==> config.mk <==
export PLATFORM = sky130hd
export DESIGN_NAME = ppg_ctrl
export DESIGN_NICKNAME = d
export VERILOG_FILES = /design/src/rtl/workspace_polygon_point_gate_assert.svh /design/src/rtl/ppg_pkg.sv /design/src/rtl/ppg_ctrl.sv
export SDC_FILE = /design/constraint.sdc
export NUM_CORES = 1
export LEC_CHECK = 0
export BUFFER_PORTS_ARGS = -buffer_cell sky130_fd_sc_hd__buf_2
export CAP_MARGIN = 5
export CORE_MARGIN = 3
export CORE_UTILIZATION = 50
export CTS_BUF_LIST = sky130_fd_sc_hd__clkbuf_8
export DETAILED_ROUTE_END_ITERATION = 7
export PLACE_DENSITY = 0.85
export SLEW_MARGIN = 20
export SYNTH_ARGS = -nofsm -noshare
export SYNTH_HDL_FRONTEND = slang
export SYNTH_SLANG_ARGS = --single-unit
==> constraint.sdc <==
create_clock -name clk -period 2.1 [get_ports clk]
set_input_delay 0.42 -clock clk [delete_from_list [all_inputs] [get_ports clk]]
set_output_delay 0.42 -clock clk [all_outputs]
set_load 0.02 [all_outputs]
==> src/rtl/workspace_polygon_point_gate_assert.svh <==
// assertion macros for the polygon point gate
// used by the top level, expects clk and rst_n in scope
`ifndef WORKSPACE_POLYGON_POINT_GATE_ASSERT_SVH
`define WORKSPACE_POLYGON_POINT_GATE_ASSERT_SVH

// same-cycle implication
`define PPG_ASSERT_NOW(label, ante, cons, msg) \
  label: assert property (@(posedge clk) disable iff (!rst_n) (ante) |-> (cons)) \
    else $error(msg);

// next-cycle implication
`define PPG_ASSERT_NEXT(label, ante, cons, msg) \
  label: assert property (@(posedge clk) disable iff (!rst_n) (ante) |=> (cons)) \
    else $error(msg);

`endif

==> src/rtl/ppg_pkg.sv <==
// shared types, constants and helpers of the polygon point gate
// no dependencies
`timescale 1ns / 1ps

package ppg_pkg;

  localparam int VERTEX_DEPTH = 128;
  localparam int COORD_WIDTH  = 32;

  localparam int IN_COORD_W  = 32;
  localparam int IN_TDATA_W  = 2 * IN_COORD_W;
  localparam int OUT_TDATA_W = 24;
  localparam int OUT_TUSER_W = 3;
  localparam int CFG_ADDR_W  = 1;
  localparam int CFG_DATA_W  = 8;
  localparam int MARKER_W    = 8;
  localparam int VHELD_W     = 8;

  localparam int CNT_W  = $clog2(VERTEX_DEPTH + 1);
  localparam int ADDR_W = $clog2(VERTEX_DEPTH);
  localparam int DIFF_W = COORD_WIDTH + 1;
  localparam int LO_W   = DIFF_W / 2;
  localparam int HI_W   = DIFF_W - LO_W;
  localparam int PROD_W = 2 * DIFF_W;
  localparam int WIDE_W = PROD_W + 1;

  localparam logic [MARKER_W-1:0] MARKER_LIMIT_RESET = MARKER_W'(100);

  typedef enum logic [OUT_TUSER_W-1:0] {
    ST_PLACED  = 3'd0,
    ST_OUTSIDE = 3'd1,
    ST_LIMIT   = 3'd2,
    ST_CLOSED  = 3'd3,
    ST_NOCLOSE = 3'd4,
    ST_FULL    = 3'd5
  } status_t;

  typedef enum logic [CFG_ADDR_W-1:0] {
    REG_AREA_COMPLETE = 1'b0,
    REG_MARKER_LIMIT  = 1'b1
  } cfg_reg_t;

  typedef struct packed {
    logic    capture;
    logic    rd_zero;
    logic    scan_clear;
    logic    scan_rd;
    logic    wr_item;
    logic    wr_copy;
    logic    inc_marker;
    logic    load_out;
    status_t out_code;
    logic    out_inside;
  } ppg_cmd_t;

  typedef struct packed {
    logic limit_hit;
    logic kind;
    logic area_complete;
    logic vcount_zero;
    logic vcount_full;
    logic scan_last;
    logic pipe_busy;
    logic in_poly;
    logic out_free;
  } ppg_stat_t;

  // low coordinate bits, sign-extended to the internal width
  function automatic logic signed [COORD_WIDTH-1:0] coord_ext(
      input logic [IN_COORD_W-1:0] v);
    logic signed [COORD_WIDTH-1:0] r;
    for (int k = 0; k < COORD_WIDTH; k++) begin
      r[k] = v[(k < IN_COORD_W) ? k : IN_COORD_W - 1];
    end
    return r;
  endfunction

  function automatic logic [DIFF_W-1:0] mag_of(input logic signed [DIFF_W-1:0] v);
    logic [DIFF_W-1:0] r;
    r = v[DIFF_W-1] ? (~v) + DIFF_W'(1) : v;
    return r;
  endfunction

endpackage

==> src/rtl/ppg_ctrl.sv <==
// controller state machine of the polygon point gate
// depends on ppg_pkg, drives the datapath by command struct
`timescale 1ns / 1ps

module ppg_ctrl import ppg_pkg::*; (
  input  logic      clk,
  input  logic      rst_n,
  input  logic      in_valid,
  output logic      in_ready,
  input  ppg_stat_t stat,
  output ppg_cmd_t  cmd
);

  typedef enum logic [5:0] {
    S_IDLE     = 6'b000001,
    S_DECIDE   = 6'b000010,
    S_CLOSE_WR = 6'b000100,
    S_SCAN     = 6'b001000,
    S_DRAIN    = 6'b010000,
    S_FINISH   = 6'b100000
  } state_t;

  state_t  state_r, state_nxt;
  status_t code_r, code_nxt;
  logic    inside_r, inside_nxt;

  always_ff @(posedge clk) begin
    if (!rst_n) begin
      state_r <= S_IDLE;
    end else begin
      state_r <= state_nxt;
    end
  end

  always_ff @(posedge clk) begin
    code_r   <= code_nxt;
    inside_r <= inside_nxt;
  end

  always_comb begin
    state_nxt      = state_r;
    code_nxt       = code_r;
    inside_nxt     = inside_r;
    in_ready       = 1'b0;
    cmd            = '0;
    cmd.out_code   = code_r;
    cmd.out_inside = inside_r;
    unique case (state_r)
      S_IDLE: begin
        in_ready    = 1'b1;
        cmd.capture = in_valid;
        if (in_valid) begin
          state_nxt = S_DECIDE;
        end
      end
      S_DECIDE: begin
        inside_nxt = 1'b0;
        state_nxt  = S_FINISH;
        priority if (stat.limit_hit) begin
          code_nxt = ST_LIMIT;
        end else if (!stat.kind && !stat.area_complete) begin
          code_nxt       = ST_PLACED;
          cmd.inc_marker = 1'b1;
        end else if (!stat.kind && stat.vcount_zero) begin
          code_nxt = ST_OUTSIDE;
        end else if (!stat.kind) begin
          cmd.scan_clear = 1'b1;
          state_nxt      = S_SCAN;
        end else if (stat.vcount_full) begin
          code_nxt = ST_FULL;
        end else if (!stat.area_complete) begin
          code_nxt       = ST_PLACED;
          cmd.wr_item    = 1'b1;
          cmd.inc_marker = 1'b1;
        end else if (stat.vcount_zero) begin
          code_nxt = ST_NOCLOSE;
        end else begin
          cmd.rd_zero = 1'b1;
          state_nxt   = S_CLOSE_WR;
        end
      end
      S_CLOSE_WR: begin
        cmd.wr_copy = 1'b1;
        code_nxt    = ST_CLOSED;
        state_nxt   = S_FINISH;
      end
      S_SCAN: begin
        cmd.scan_rd = 1'b1;
        if (stat.scan_last) begin
          state_nxt = S_DRAIN;
        end
      end
      S_DRAIN: begin
        if (!stat.pipe_busy) begin
          inside_nxt     = stat.in_poly;
          code_nxt       = stat.in_poly ? ST_PLACED : ST_OUTSIDE;
          cmd.inc_marker = stat.in_poly;
          state_nxt      = S_FINISH;
        end
      end
      S_FINISH: begin
        if (stat.out_free) begin
          cmd.load_out = 1'b1;
          state_nxt    = S_IDLE;
        end
      end
      default: begin
        state_nxt = S_IDLE;
      end
    endcase
  end

endmodule

==> qor.txt, run 1 <==
Number of synthesized register bits = 10
Synth Area per Inst = 8.90 um2
Total CTS buffers = 3
Initial antenna violation count = 0
Outcome = completed
Final setup margin = 0.0430 ns
Kind of end point of the critical path = primary output
Detailed-route DRC error count = 0
Die ar. = 1870 um2
Worst hold slack = 0.446 ns
Layout fillers = 92
WP depth = 5
Largest net degree at the start of global routing = 13
Cell Pwr Density = 663 nW/um2
Largest cells by area after synthesis = dfxtp_1 17%, edfxtp_1 17%, nor4_4 6.1%, a21oi_1 4.3%, nor4_2 3.6%
I/O Pins = 25
Req. time, crit path = 1.68 ns
Placement Setup Slack = 0.214 ns
CTS Hold Bufs = 0
Max Cap Viol = 0
Sequential share of the synthesized area = 0.346
RSZ-0062 raised after global routing = true
Total track usage = 0.197
Setup CP Type = flip-flop to primary output
Critical path's top delay family = simple AND/OR/NAND/NOR gates
CP max-delay cell = or4_1
Dpl hpwl = 1310 um
Cell Area, Synth = 694 um2
Critical Path AT = 1.64 ns
Fin crit period = 2.06 ns
GRT overflow = 0
Cells after Synth = 78
Leak = 0.410 nW
Netlist cell types = 35
H-tree levels = 1
Max Root-Sink Buffers = 2
CORE AREA = 1200 um2
Die height = 43.3 um
DR pass1 iterations = 4
Max_slew headroom = 0.705
Synth warnings = 0
Worst Hold Path Cells = 2
Drt wl/cell = 14.3 um
Skew-Pair Late Insertion Delay = 0.24 ns
Max FO, Critical Path = 2
Clock root buffer = clkbuf_8
Worst min-delay path category = input pin to flip-flop
Post-Syn Nets = 90
Crit-path max cell delay = 0.46 ns
First-pass GRT wire length = 2770 um
Row cnt = 12
CTS sink count = 10
Design Power = 0.602 mW
Initial Utilization = 0.578
Share of layout cells above drive strength 1 = 0.380
Die width = 43.3 um
Port bufs = 24
WP buf/inv = 1
Initial DRC Count = 20
Final RePlAce weighted congestion = 0.808
Area Growth Syn to Fin = 30.8%
Yosys top cell area share = 0.173
FF-to-FF path depth = 5
Slew Viols, Final = 0
Placed cells = 117
Startpoint types = flip-flop
Leading area contributor after synthesis = dfxtp_1
Cell chain of the critical path = nor4_4 -> nand2_2 -> or4_1 -> o21ai_1 -> buf_4
Final setup viols = 0
Ant diodes = 0
Number of global-route vias before repair = 667
Reg clk slew, reported paths = 0.05 ns
Final WL = 1740 um
Worst Max-Slew Pin Slew = 0.443 ns
Final cell count without fillers = 122
Fmax = 486 MHz
Vias per inst = 5.75
Final core utilization = 0.756
Tcrit/Tclk final = 0.980
Vias = 701
Clk_skew = 0.0104 ns
Max VDD drop = 0.672 mV
Routed Antenna Nets = 0
Nets = 121
Final Hold Viols = 0
CTS tree = done
==> synth_stat cells (all sizes together) <==
cell type,instances
nor4,6
and4,2
a21oi,6
a221oi,1
o21a,2
nand3,2
and2,2
nand2,6
or2,1
buf,4
xor2,2
a211oi,1
nor2b,3
and4bb,1
o311ai,1
a41o,1
nor3,2
o21ai,6
nand2b,2
or4,1
edfxtp,4
nor4b,1
nor2,5
and4b,1
o211ai,1
and3,2
inv,6
dfxtp,6
==> repair_timing <==
action	CTS	global route
setup endpoints to repair	1	3
pin swaps	1	1
gates resized for setup	0	3
setup buffers	1	0
endpoints found under the hold margin	0	0
==> metal layers <==
layer,routed length [um],up-vias,track usage
met5,0,-,0
met4,46,0,0.0904
met3,93,6,0.0551
li1,-,348,-
met1,688,322,0.202
met2,910,25,0.360
==> worst paths after layout <==
check,startpoint,slack [ns],endpoint
setup / recovery,state_r[2]$_SDFFE_PN0P_,0.04,cmd[5]
hold / removal,rst_n,0.45,state_r[3]$_SDFFE_PN0P_
setup reg to reg,state_r[3]$_SDFFE_PN0P_,0.36,code_r[1]$_DFFE_PP_
hold reg to reg,state_r[0]$_SDFFE_PN1P_,0.68,state_r[1]$_SDFFE_PN0P_
==> power breakdown <==
part / leakage (nW) / switching (mW) / total, mW / internal [mW]
clock network: 0.0269 / 0.0702 / 0.198 / 0.127
logic: 0.296 / 0.0973 / 0.166 / 0.0689
registers: 0.0869 / 0.0207 / 0.238 / 0.218
==> cell usage in the layout, fill, tap and decap left out, types with 3 or more instances in the layout <==
master,n
a21oi_1,6
nor4_4,3
clkbuf_8,3
buf_2,23
inv_1,7
buf_4,7
nor2_1,5
edfxtp_1,4
nand2_1,5
dfxtp_1,6
o21ai_0,5
==> metrics by stage <==
step	TNS (ns)	instance area, um2
2_1_floorplan	0	694
3_3_place_gp	0	842
3_5_place_dp	0	842
4_1_cts	0	895
5_1_grt	-0.0618	908
6_report	0	908
==> cells by family (layout without fill, tap and decap cells) <==
logic type             Yosys count  in the layout  share of synthesized area
AO/OA/AOI/OAI                   19             19                      0.169
XOR/XNOR                         2              2                     0.0252
buffers and inverters           10             40                     0.0721
flip-flops                      10             10                      0.346
AND/OR/NAND/NOR                 37             37                      0.387
==> state kept, by name (all words and copies together) (netlist names) <==
register / flops
inside_r: 1
state_r: 6
code_r: 3
==> layout make-up <==
class                      instances  area, um2  area share
tap                               14       17.5      0.0193
clock buffer                       3       41.3      0.0455
clock inverter                     1       3.75     0.00413
inverter                           6       22.5      0.0248
timing repair buffer              30        168       0.185
sequential                        10        240       0.264
multi-input combinational         58        415       0.457
Note: power is estimated with default switching activity, not from simulation.
==> run 2, diff against run 1 <==
--- a/config.mk
+++ b/config.mk
@@ -12,6 +12,7 @@
 export CTS_BUF_LIST = sky130_fd_sc_hd__clkbuf_8
 export DETAILED_ROUTE_END_ITERATION = 7
 export PLACE_DENSITY = 0.85
+export RECOVER_POWER = 25
 export SLEW_MARGIN = 20
 export SYNTH_ARGS = -nofsm -noshare
 export SYNTH_HDL_FRONTEND = slang
==> qor.txt, run 2 (synthesized netlist as in run 1, its figures left out) <==
Outcome = completed (unchanged)
Cell Pwr Density = 665 nW/um2 (was 663 nW/um2)
Leading cell type in the layout, fill and taps excluded = buf_2 (unchanged)
Share of layout cells above drive strength 1 = 0.333 (was 0.380)
Reg-to-reg startpoint = state_r[3]$_SDFFE_PN0P_ (unchanged)
H-tree levels = 1 (unchanged)
R2R Path End = state_r[5]$_SDFFE_PN0P_ (was code_r[1]$_DFFE_PP_)
Clock root buffer = clkbuf_8 (unchanged)
Initial DRC Count = 16 (was 20)
Max VDD drop = 0.673 mV (was 0.672 mV)
Largest regs = state_r x6, code_r x3, inside_r x1 (unchanged)
Initial Utilization = 0.578 (unchanged)
Largest net degree at the start of global routing = 13 (unchanged)
Routed Antenna Nets = 0 (unchanged)
WP buf/inv = 1 (unchanged)
WP depth = 5 (unchanged)
Placement Setup Slack = 0.214 ns (unchanged)
Kind of end point of the critical path = primary output (unchanged)
Req. time, crit path = 1.68 ns (about the same)
Top Usage Layer GRT = met2 (unchanged)
Worst setup endpoint = cmd[5] (unchanged)
GRT overflow = 0 (unchanged)
Final setup viols = 0 (unchanged)
Skew-Pair Late Insertion Delay = 0.24 ns (about the same)
Final std cell area, no fill = 900 um2 (was 908 um2)
Die height = 43.3 um (unchanged)
Placed cells = 117 (unchanged)
Final core utilization = 0.749 (was 0.756)
CTS sink count = 10 (unchanged)
Detailed-route DRC error count = 0 (unchanged)
Die ar. = 1870 um2 (unchanged)
Max Root-Sink Buffers = 2 (unchanged)
Crit path from = state_r[2]$_SDFFE_PN0P_ (unchanged)
Crit-path max cell delay = 0.46 ns (about the same)
Largest Register = state_r (unchanged)
Worst hold slack = 0.444 ns (was 0.446 ns)
CORE AREA = 1200 um2 (unchanged)
Leak = 0.394 nW (was 0.410 nW)
Worst min-delay path category = input pin to flip-flop (unchanged)
Critical Path AT = 1.64 ns (about the same)
Port bufs = 24 (unchanged)
Ant diodes = 0 (unchanged)
Die width = 43.3 um (unchanged)
Area Growth Syn to Fin = 29.5% (was 30.8%)
Grt met1 use = 0.202 (unchanged)
Total CTS buffers = 3 (unchanged)
Layout fillers = 98 (was 92)
Final setup margin = 0.0436 ns (was 0.0430 ns)
Fmax = 486 MHz (about the same)
Vias per inst = 5.80 (was 5.75)
CP max-delay cell = or4_1 (unchanged)
Vias = 707 (was 701)
RSZ-0062 raised after global routing = true (unchanged)
Initial antenna violation count = 0 (unchanged)
DR pass1 iterations = 4 (unchanged)
Met3 Usage GRT = 0.0551 (unchanged)
Post-detailed-placement cell area = 842 um2 (unchanged)
Startpoint types = flip-flop (unchanged)
Design Power = 0.598 mW (was 0.602 mW)
Number of global-route vias before repair = 667 (unchanged)
Setup_tns = 0 ns (unchanged)
Slew Viols, Final = 0 (unchanged)
Worst Max-Slew Pin Slew = 0.416 ns (was 0.443 ns)
Worst Hold Path Cells = 2 (unchanged)
First-pass GRT wire length = 2770 um (unchanged)
Final Hold Viols = 0 (unchanged)
Row cnt = 12 (unchanged)
Setup CP Type = flip-flop to primary output (unchanged)
Reg clk slew, reported paths = 0.05 ns (about the same)
Drt wl/cell = 14.1 um (was 14.3 um)
Dpl hpwl = 1310 um (unchanged)
Max FFs per register = 6 (unchanged)
Max FO, Critical Path = 2 (unchanged)
Max_slew headroom = 0.723 (was 0.705)
Final cell count without fillers = 122 (unchanged)
Clk_skew = 0.0104 ns (about the same)
Final RePlAce weighted congestion = 0.808 (unchanged)
Tcrit/Tclk final = 0.979 (was 0.980)
Total track usage = 0.197 (unchanged)
Cell chain of the critical path = nor4_4 -> nand2_2 -> or4_1 -> o21ai_1 -> buf_4 (unchanged)
CTS tree = done (unchanged)
Max Cap Viol = 0 (unchanged)
I/O Pins = 25 (unchanged)
Final WL = 1720 um (was 1740 um)
M2 GR Usage = 0.360 (unchanged)
Fin crit period = 2.06 ns (about the same)
FF-to-FF path depth = 6 (was 5)
Reg-to-reg slack, setup = 0.28 ns (was 0.36 ns)
Critical path's top delay family = simple AND/OR/NAND/NOR gates (unchanged)
Nets = 121 (unchanged)
CTS Hold Bufs = 0 (unchanged)
Most frequent cells in the layout = 19 x buf_2, 7 x inv_1, 6 x a21oi_1, 6 x buf_4, 6 x dfxtp_1 (was 23 x buf_2, 7 x inv_1, 7 x buf_4, 6 x a21oi_1, 6 x dfxtp_1)
[run 2: per-layer routing]
metal / vias up / share of wire
li1: 347 / -
met1: 314 / 0.38
met2: 36 / 0.51
met3: 10 / 0.073
met4: 0 / 0.037
met5: - / 0
[run 2: worst min-delay path by stage]
stage	start	end
after floorplan	rst_n	state_r[5]$_SDFFE_PN0P_
after global placement	state_r[0]$_SDFFE_PN1P_	state_r[1]$_SDFFE_PN0P_
after detailed placement	state_r[0]$_SDFFE_PN1P_	state_r[1]$_SDFFE_PN0P_
after CTS	rst_n	state_r[3]$_SDFFE_PN0P_
after global routing	rst_n	state_r[3]$_SDFFE_PN0P_
final	rst_n	state_r[3]$_SDFFE_PN0P_
[run 2: where the power goes]
| part | switching (mW) | internal [mW] |
|---|---|---|
| Clock | 0.0710 | 0.128 |
| Sequential | 0.0212 | 0.218 |
| Combinational | 0.0965 | 0.0643 |
| Total | 0.189 | 0.409 |
[run 2: area by class of cell]
type / count / area [um2] / share of cell area
clock inverter: 1 / 3.75 / 0.00417
timing repair buffer: 30 / 159 / 0.177
multi-input combinational: 58 / 415 / 0.462
tap: 14 / 17.5 / 0.0195
clock buffer: 3 / 41.3 / 0.0459
inverter: 6 / 22.5 / 0.0250
sequential: 10 / 240 / 0.267
[run 2: what timing repair did]
action | CTS | global route
buffers inserted | 1 | 0
gates resized for setup | 0 | 3
endpoints found under the setup margin | 1 | 3
pin swaps | 1 | 1
